==> config.mk <==
export PLATFORM = sky130hd
export DESIGN_NAME = mlkem_coeff_compress_pack
export DESIGN_NICKNAME = d
export VERILOG_FILES = /design/src/rtl/mlkcmp_pkg.sv /design/src/rtl/mlkcmp_front.sv /design/src/rtl/mlkcmp_queue.sv /design/src/rtl/mlkcmp_back.sv /design/src/rtl/mlkem_coeff_compress_pack.sv
export SDC_FILE = /design/constraint.sdc
export NUM_CORES = 1
export LEC_CHECK = 0
export BUFFER_PORTS_ARGS = -buffer_cell sky130_fd_sc_hd__buf_2
export CORE_UTILIZATION = 34
export DETAILED_ROUTE_END_ITERATION = 8
export PLACE_DENSITY_LB_ADDON = 0.12
export SLEW_MARGIN = 25
export SYNTH_ARGS = -nofsm -noshare
export SYNTH_HDL_FRONTEND = slang
export SYNTH_SLANG_ARGS = --single-unit
==> constraint.sdc <==
create_clock -name clk -period 7.6 [get_ports clk]
set_clock_uncertainty 0.05 [all_clocks]
set_input_delay 1.52 -clock clk [delete_from_list [all_inputs] [get_ports clk]]
set_output_delay 1.52 -clock clk [all_outputs]
set_load 0.05 [all_outputs]
==> src/rtl/mlkcmp_pkg.sv <==
// shared types, constants and helpers for the coefficient compress and pack block
package mlkcmp_pkg;

  localparam int POLY_LEN    = 256;
  localparam int MODULUS     = 3329;
  localparam int IDX_W       = $clog2(POLY_LEN);

  localparam int COEFF_W     = 13;
  localparam int X_W         = 12;
  localparam int OPA_W       = 23;
  localparam int OPB_W       = 21;
  localparam int PROD_W      = OPA_W + OPB_W;
  localparam int CODE_W      = 11;
  localparam int ACC_W       = 18;
  localparam int CNT_W       = 5;
  localparam int CFG_W       = 4;

  localparam int QUEUE_DEPTH = 4;
  localparam int QPTR_W      = $clog2(QUEUE_DEPTH);

  localparam logic [CFG_W-1:0] CFG_RESET = 4'd4;
  localparam logic [CFG_W-1:0] CFG_D4    = 4'd4;
  localparam logic [CFG_W-1:0] CFG_D5    = 4'd5;
  localparam logic [CFG_W-1:0] CFG_D10   = 4'd10;

  localparam logic signed [COEFF_W-1:0] SAT_HI = 13'sd3328;
  localparam logic signed [COEFF_W-1:0] SAT_LO = -13'sd3328;
  localparam logic signed [COEFF_W-1:0] Q_S    = 13'sd3329;

  localparam logic [OPA_W-1:0] RND_4  = 23'd1665;
  localparam logic [OPA_W-1:0] RND_5  = 23'd1664;
  localparam logic [OPA_W-1:0] RND_10 = 23'd1665;
  localparam logic [OPA_W-1:0] RND_11 = 23'd1664;

  localparam logic [OPB_W-1:0] MUL_4  = 21'd80635;
  localparam logic [OPB_W-1:0] MUL_5  = 21'd40318;
  localparam logic [OPB_W-1:0] MUL_10 = 21'd1290167;
  localparam logic [OPB_W-1:0] MUL_11 = 21'd645084;

  typedef enum logic [1:0] {
    W4  = 2'd0,
    W5  = 2'd1,
    W10 = 2'd2,
    W11 = 2'd3
  } width_sel_t;

  typedef struct packed {
    logic [CODE_W-1:0] code;
    width_sel_t        sel;
    logic              last;
  } q_entry_t;

  function automatic logic [CNT_W-1:0] sel_bits(input width_sel_t sel);
    logic [CNT_W-1:0] n;
    unique case (sel)
      W4:      n = 5'd4;
      W5:      n = 5'd5;
      W10:     n = 5'd10;
      default: n = 5'd11;
    endcase
    return n;
  endfunction

endpackage

==> src/rtl/mlkcmp_front.sv <==
// front end: config register, saturation, compression multiply pipeline
module mlkcmp_front import mlkcmp_pkg::*; (
  input  logic                      clk,
  input  logic                      rst_n,
  input  logic                      cfg_wr_en,
  input  logic [CFG_W-1:0]          cfg_wr_data,
  input  logic                      in_valid,
  output logic                      in_ready,
  input  logic signed [COEFF_W-1:0] in_coeff_value,
  output logic                      q_push,
  output q_entry_t                  q_wdata,
  input  logic                      q_full
);

  logic [CFG_W-1:0] compress_bits_r;
  logic [IDX_W-1:0] idx_r, idx_nxt;

  logic              s1_valid_r;
  logic [OPA_W-1:0]  s1_a_r;
  logic [OPB_W-1:0]  s1_b_r;
  width_sel_t        s1_sel_r;
  logic              s1_last_r;

  logic              s2_valid_r;
  logic [PROD_W-1:0] s2_prod_r;
  width_sel_t        s2_sel_r;
  logic              s2_last_r;

  logic                      accept, s1_move, s2_take;
  logic                      last_of_poly;
  width_sel_t                sel;
  logic signed [COEFF_W-1:0] sat, wrapped;
  logic [X_W-1:0]            x;
  logic [OPA_W-1:0]          opa, x_ext;
  logic [OPB_W-1:0]          opb;
  logic [CODE_W-1:0]         code;

  assign q_push   = s2_valid_r && !q_full;
  assign s2_take  = !s2_valid_r || q_push;
  assign s1_move  = s1_valid_r && s2_take;
  assign in_ready = !s1_valid_r || s1_move;
  assign accept   = in_valid && in_ready;

  always_comb begin
    unique case (compress_bits_r)
      CFG_D4:  sel = W4;
      CFG_D5:  sel = W5;
      CFG_D10: sel = W10;
      default: sel = W11;
    endcase
  end

  // saturate, then fold negatives into 0..q-1
  always_comb begin
    if (in_coeff_value > SAT_HI) begin
      sat = SAT_HI;
    end else if (in_coeff_value < SAT_LO) begin
      sat = SAT_LO;
    end else begin
      sat = in_coeff_value;
    end
    wrapped = (sat < 0) ? sat + Q_S : sat;
    x       = wrapped[X_W-1:0];
    x_ext   = OPA_W'(x);
  end

  always_comb begin
    case (sel)
      W4: begin
        opa = (x_ext << 4) + RND_4;
        opb = MUL_4;
      end
      W5: begin
        opa = (x_ext << 5) + RND_5;
        opb = MUL_5;
      end
      W10: begin
        opa = (x_ext << 10) + RND_10;
        opb = MUL_10;
      end
      default: begin
        opa = (x_ext << 11) + RND_11;
        opb = MUL_11;
      end
    endcase
  end

  assign last_of_poly = (idx_r == IDX_W'(POLY_LEN - 1));
  assign idx_nxt      = last_of_poly ? '0 : idx_r + 1'b1;

  always_ff @(posedge clk) begin
    if (!rst_n) begin
      compress_bits_r <= CFG_RESET;
      idx_r           <= '0;
      s1_valid_r      <= 1'b0;
      s2_valid_r      <= 1'b0;
    end else begin
      if (cfg_wr_en) begin
        compress_bits_r <= cfg_wr_data;
      end
      if (accept) begin
        idx_r <= idx_nxt;
      end
      if (in_ready) begin
        s1_valid_r <= in_valid;
      end
      if (s2_take) begin
        s2_valid_r <= s1_valid_r;
      end
    end
  end

  always_ff @(posedge clk) begin
    if (accept) begin
      s1_a_r    <= opa;
      s1_b_r    <= opb;
      s1_sel_r  <= sel;
      s1_last_r <= last_of_poly;
    end
    if (s1_move) begin
      s2_prod_r <= PROD_W'(s1_a_r) * PROD_W'(s1_b_r);
      s2_sel_r  <= s1_sel_r;
      s2_last_r <= s1_last_r;
    end
  end

  // fixed shift and mask per width
  always_comb begin
    case (s2_sel_r)
      W4:      code = CODE_W'(s2_prod_r[31:28]);
      W5:      code = CODE_W'(s2_prod_r[31:27]);
      W10:     code = CODE_W'(s2_prod_r[41:32]);
      default: code = s2_prod_r[41:31];
    endcase
  end

  assign q_wdata.code = code;
  assign q_wdata.sel  = s2_sel_r;
  assign q_wdata.last = s2_last_r;

endmodule

==> src/rtl/mlkcmp_queue.sv <==
// small register queue between front end and packer
module mlkcmp_queue import mlkcmp_pkg::*; (
  input  logic     clk,
  input  logic     rst_n,
  input  logic     push,
  input  q_entry_t wdata,
  output logic     full,
  input  logic     pop,
  output q_entry_t rdata,
  output logic     not_empty
);

  q_entry_t          mem_r [QUEUE_DEPTH];
  logic [QPTR_W-1:0] wr_ptr_r, rd_ptr_r;
  logic [QPTR_W:0]   count_r;

  assign full      = (count_r == (QPTR_W+1)'(QUEUE_DEPTH));
  assign not_empty = (count_r != '0);
  assign rdata     = mem_r[rd_ptr_r];

  always_ff @(posedge clk) begin
    if (!rst_n) begin
      wr_ptr_r <= '0;
      rd_ptr_r <= '0;
      count_r  <= '0;
    end else begin
      if (push) begin
        wr_ptr_r <= wr_ptr_r + 1'b1;
      end
      if (pop) begin
        rd_ptr_r <= rd_ptr_r + 1'b1;
      end
      if (push && !pop) begin
        count_r <= count_r + 1'b1;
      end else if (pop && !push) begin
        count_r <= count_r - 1'b1;
      end
    end
  end

  always_ff @(posedge clk) begin
    if (push) begin
      mem_r[wr_ptr_r] <= wdata;
    end
  end

endmodule

==> src/rtl/mlkcmp_back.sv <==
// back end: bit accumulator and byte output register
module mlkcmp_back import mlkcmp_pkg::*; (
  input  logic        clk,
  input  logic        rst_n,
  input  logic        q_not_empty,
  input  q_entry_t    q_rdata,
  output logic        q_pop,
  output logic        out_valid,
  input  logic        out_ready,
  output logic [7:0]  out_byte,
  output logic        out_run_last,
  output logic        out_poly_done
);

  logic [ACC_W-1:0] acc_r, acc_nxt;
  logic [CNT_W-1:0] cnt_r, cnt_nxt;
  logic             last_r;
  logic             out_valid_r;
  logic [7:0]       out_byte_r;
  logic             out_run_last_r, out_poly_done_r;

  logic             out_free, emit;
  logic [ACC_W-1:0] rem_acc;
  logic [CNT_W-1:0] rem_cnt;
  logic             rem_small;

  assign out_free  = !out_valid_r || out_ready;
  assign emit      = (cnt_r >= 5'd8) && out_free;
  assign rem_acc   = emit ? (acc_r >> 8) : acc_r;
  assign rem_cnt   = emit ? (cnt_r - 5'd8) : cnt_r;
  assign rem_small = (rem_cnt < 5'd8);
  // next coefficient merges in once fewer than a byte is left
  assign q_pop     = q_not_empty && rem_small;

  always_comb begin
    acc_nxt = rem_acc;
    cnt_nxt = rem_cnt;
    if (q_pop) begin
      acc_nxt = rem_acc | (ACC_W'(q_rdata.code) << rem_cnt[2:0]);
      cnt_nxt = rem_cnt + sel_bits(q_rdata.sel);
    end
  end

  always_ff @(posedge clk) begin
    if (!rst_n) begin
      acc_r       <= '0;
      cnt_r       <= '0;
      last_r      <= 1'b0;
      out_valid_r <= 1'b0;
    end else begin
      acc_r <= acc_nxt;
      cnt_r <= cnt_nxt;
      if (q_pop) begin
        last_r <= q_rdata.last;
      end
      if (out_free) begin
        out_valid_r <= emit;
      end
    end
  end

  always_ff @(posedge clk) begin
    if (emit) begin
      out_byte_r      <= acc_r[7:0];
      out_run_last_r  <= rem_small;
      out_poly_done_r <= rem_small && last_r;
    end
  end

  assign out_valid     = out_valid_r;
  assign out_byte      = out_byte_r;
  assign out_run_last  = out_run_last_r;
  assign out_poly_done = out_poly_done_r;

endmodule

==> src/rtl/mlkem_coeff_compress_pack.sv <==
// top level of the coefficient compress and byte pack block
//
//   channel | ports                                   | direction | beat
//   --------+-----------------------------------------+-----------+-------------------------
//   in      | in_valid in_ready in_coeff_value        | input     | one signed coefficient
//   out     | out_valid out_ready out_byte            | output    | one packed byte + flags
//           | out_run_last out_poly_done              |           |
//   cfg     | cfg_wr_en cfg_wr_data                   | input     | compress width, no wait
//
// one coefficient per cycle enters the multiply pipeline while in_ready is high; the
// packer emits one byte per cycle while out is not stalled, so it keeps pace with the
// input at d=4 and d=5 but falls behind on average at d=10 and d=11
// an accepted beat passes two multiply stages, the queue, the packer and the output
// register on its way to out
// synchronous active-low reset clears pipeline, queue, bit accumulator and index
// each side stalls on its own: a stalled out fills the queue before in_ready drops
module mlkem_coeff_compress_pack import mlkcmp_pkg::*; (
  input  logic                      clk,
  input  logic                      rst_n,
  input  logic                      cfg_wr_en,
  input  logic [CFG_W-1:0]          cfg_wr_data,
  input  logic                      in_valid,
  output logic                      in_ready,
  input  logic signed [COEFF_W-1:0] in_coeff_value,
  output logic                      out_valid,
  input  logic                      out_ready,
  output logic [7:0]                out_byte,
  output logic                      out_run_last,
  output logic                      out_poly_done
);

  logic     q_push, q_full, q_pop, q_not_empty;
  q_entry_t q_wdata, q_rdata;

  mlkcmp_front u_front (
    .clk            (clk),
    .rst_n          (rst_n),
    .cfg_wr_en      (cfg_wr_en),
    .cfg_wr_data    (cfg_wr_data),
    .in_valid       (in_valid),
    .in_ready       (in_ready),
    .in_coeff_value (in_coeff_value),
    .q_push         (q_push),
    .q_wdata        (q_wdata),
    .q_full         (q_full)
  );

  mlkcmp_queue u_queue (
    .clk       (clk),
    .rst_n     (rst_n),
    .push      (q_push),
    .wdata     (q_wdata),
    .full      (q_full),
    .pop       (q_pop),
    .rdata     (q_rdata),
    .not_empty (q_not_empty)
  );

  mlkcmp_back u_back (
    .clk           (clk),
    .rst_n         (rst_n),
    .q_not_empty   (q_not_empty),
    .q_rdata       (q_rdata),
    .q_pop         (q_pop),
    .out_valid     (out_valid),
    .out_ready     (out_ready),
    .out_byte      (out_byte),
    .out_run_last  (out_run_last),
    .out_poly_done (out_poly_done)
  );

endmodule

==> reports/metrics.cfg <==
[sta]
slew_headroom_pct=44.69
worstMarginPinSlew_ps=828.0
fin_crit_ps=7236
finalSetupViolCount=0
slew_viol_final=0
rsz0062_at_grt=false
min_period_over_period_pct=95.21
fin_ws_ps=363.7
fmaxAchievable_ghz=0.1382
hold_viol_final=0

[floorplan]
die_area_mm2=0.05834
ios=34
die_h_um=241.5
initial_core_util_pct=34.53
rows=87
fp.dieW_um=241.5
core-area_mm2=0.05650

[clock_network]
clock_latency_ps=480
cts-root-buf=clkbuf_16
clk_path_buf_depth=2
numCtsBuffers=17
clk_pin_slew_ps=80
cts_tree=done
postCtsHoldBufs=0
ctsHtreeMaxLevel=4
clock-sinks=161

[critical_path]
crit_type=flip-flop to flip-flop
critPathSlowestCell=fa_1
r2r_end=u_front.s2_prod_r[41]$_DFFE_PP_
cp_data_required_time_ps=7770
r2r_cells=24
startpoint_type=flip-flop
cpPeakStageDelay_ps=570
cp_common_cell=fa_1
cp-end-kind=flip-flop
critPathMaxFanout=10
crit_chain=buf_4 -> buf_4 -> nand2_1 -> inv_1 -> fa_1 -> inv_1 -> fa_1 -> fa_1 -> inv_1 -> fa_1 -> fa_1 -> fa_1 -> inv_1 -> fa_1 -> inv_1 -> ha_1 -> nand2_1 -> o21a_1 -> o221ai_1 -> a221o_1 -> a221oi_1 -> o31ai_1 -> a21oi_1 -> xnor2_1
timing.rr.start=u_front.s1_b_r[15]$_DFFE_PP_
reg2reg_slack_ps=360
worst-endpoint-arrival_ps=7410

[route]
dr.pass1.iters=5
drtAntennaViolNets=0
viasPerCell=4.710
wl_met2_um=24160
drt-total-wl_um=50840
wl_per_cell_um=18.60
dr.max_layer_used=met4
drc_errors=0
routed-wl-met3_um=1749
num_vias=12872
met1_length_um=23850
drt_iter0_drc=595

[synth]
synth_fp_nets=2422
syn_area_per_cell_um2=10.19
synth_ff_type=edfxtp_1
async_reset_ff_share_pct=0
seq_area_frac_synth_pct=22.32
yosysTopAreaCellShare_pct=29.86
netlist_area_mm2=0.01951
ys_ff_latch=161
yosysTopAreaCell=fa_1
yosysWarningCount=0
synth_edf_count=113
ys_types=80
syn_inst=1914
synth.top_cells.by_area=fa_1, edfxtp_1, ha_1

[grt]
grt_pass1_wl_um=79380
grt_max_degree=36
antenna_found_initial=1
grt_overflow=0
grt_use_total_pct=18.02
first_global_vias=13579

[min_path]
hold_start=u_front.s1_last_r$_DFFE_PP_
hold_depth=0
hold_path_class=flip-flop to flip-flop
min_to=u_front.s2_last_r$_DFFE_PP_

[finish]
nFillCells=5733
syn_to_final_growth_pct=9.717
diodes=0
final_common_cell=inv_1
layout.nets=2472
layout_common_cells=inv_1, fa_1, ha_1
drive_gt1_share_pct=8.042

[flow_run]
cap_violations=0

[placement]
dp_slack_ps=-22.22
io_buffer_count=33
dpl.hpwl_um=43700
gp_routability_congestion=0.9266

[status]
status=complete, no violations

[synthesized netlist by cell type (all sizes together) (8+ instances only)]
| cell type | instances |
|---|---|
| inv | 475 |
| fa | 291 |
| ha | 195 |
| nand2 | 158 |
| edfxtp | 113 |
| and2 | 81 |
| nor2 | 71 |
| xnor2 | 53 |
| dfxtp | 48 |
| a21oi | 43 |
| clkbuf | 35 |
| xor2 | 34 |
| mux2i | 33 |
| o21ai | 30 |
| nor2b | 22 |
| mux4 | 17 |
| a31oi | 15 |
| nand3 | 14 |
| a21o | 13 |
| a211oi | 12 |
| buf | 12 |
| nor3 | 12 |
| o21bai | 12 |
| and3 | 9 |
| a21boi | 8 |
| nand4 | 8 |
[registers in the layout (all words and copies together) (netlist names), 2 cells and up, named ones only]
register,flops
u_queue.wr_ptr_r,2
u_back.cnt_r,5
u_queue.mem_r,56
u_front.s1_sel_r,2
u_queue.count_r,3
u_front.compress_bits_r,4
u_front.s1_b_r,7
u_queue.rd_ptr_r,2
u_front.s1_a_r,19
u_front.idx_r,8
u_front.s2_sel_r,2
u_front.s2_prod_r,15
u_back.out_byte,8
u_back.acc_r,18
[area by class of cell]
| class | count | area, µm² | area share (%) |
|---|---|---|---|
| multi-input cells | 1230 | 13190 | 61.62 |
| repair buffers | 78 | 515.5 | 2.408 |
| flip-flops and latches | 161 | 4355 | 20.35 |
| clock inverters | 15 | 182.7 | 0.8535 |
| inverters | 476 | 1789 | 8.359 |
| well taps | 756 | 945.9 | 4.419 |
| clock buffers | 17 | 425.4 | 1.987 |
[how the worst max path moves through the flow]
stage | cells after the start | start | end | slack (ps)
6_report | 24 | u_front.s1_b_r[15]$_DFFE_PP_ | u_front.s2_prod_r[41]$_DFFE_PP_ | 360
3_3_place_gp | 24 | u_front.s1_b_r[16]$_DFFE_PP_ | u_front.s2_prod_r[41]$_DFFE_PP_ | 50
2_1_floorplan | 25 | u_front.s1_b_r[15]$_DFFE_PP_ | u_front.s2_prod_r[41]$_DFFE_PP_ | 660
3_5_place_dp | 24 | u_front.s1_b_r[16]$_DFFE_PP_ | u_front.s2_prod_r[41]$_DFFE_PP_ | -20
4_1_cts | 22 | u_front.s1_b_r[15]$_DFFE_PP_ | u_front.s2_prod_r[41]$_DFFE_PP_ | 130
5_1_grt | 23 | u_front.s1_a_r[14]$_DFFE_PP_ | u_front.s2_prod_r[35]$_DFFE_PP_ | 7
[what timing repair did]
| item | in CTS | in global routing |
|---|---|---|
| endpoints found under the setup margin | 1 | 5 |
| hold endpoints to repair | 0 | 0 |
| buffers inserted | 0 | 9 |
| resized for setup | 1 | 0 |
[logic make-up after synthesis]
kind of cell / synth area share, %
adders and majority gates: 42.37
DFF: 22.32
AOI/OAI and AO/OA: 6.786
and+or+nand+nor: 10.61
muxes: 3.829
xor gates and xnor gates: 3.906
buffers and inverters: 10.18
[through the flow]
step / hold slack (ps) / cells / utilization, % / TNS (ps) / area (µm²)
finish: 362.2 / 2733 / 37.89 / 0 / 21400
global route: 367.6 / 2733 / 37.89 / 0 / 21400
CTS: 362.3 / 2724 / 37.74 / 0 / 21320
detailed placement: 367.7 / 2692 / 36.65 / -22.22 / 20710
global placement: 358.0 / 2692 / 36.65 / 0 / 20710
floorplan: 350.3 / 1914 / - / 0 / 19510
[worst max-delay path: cells and delay by family (launching register included)]
family	cells	cell delay (ps)
AOI/OAI and AO/OA	6	1470
xor gates and xnor gates	1	80
adders and majority gates	8	3950
buffers and inverters	7	700
DFF	1	400
and+or+nand+nor	2	350
[layer usage]
metal,up-vias,GRT usage (%)
met5,-,0
met4,0,5.302
met3,41,3.052
met2,204,29.07
met1,6459,24.72
li1,6168,-
Power is not shown: default switching activity piles up to over one toggle a cycle in this logic, so the estimate is an artifact.
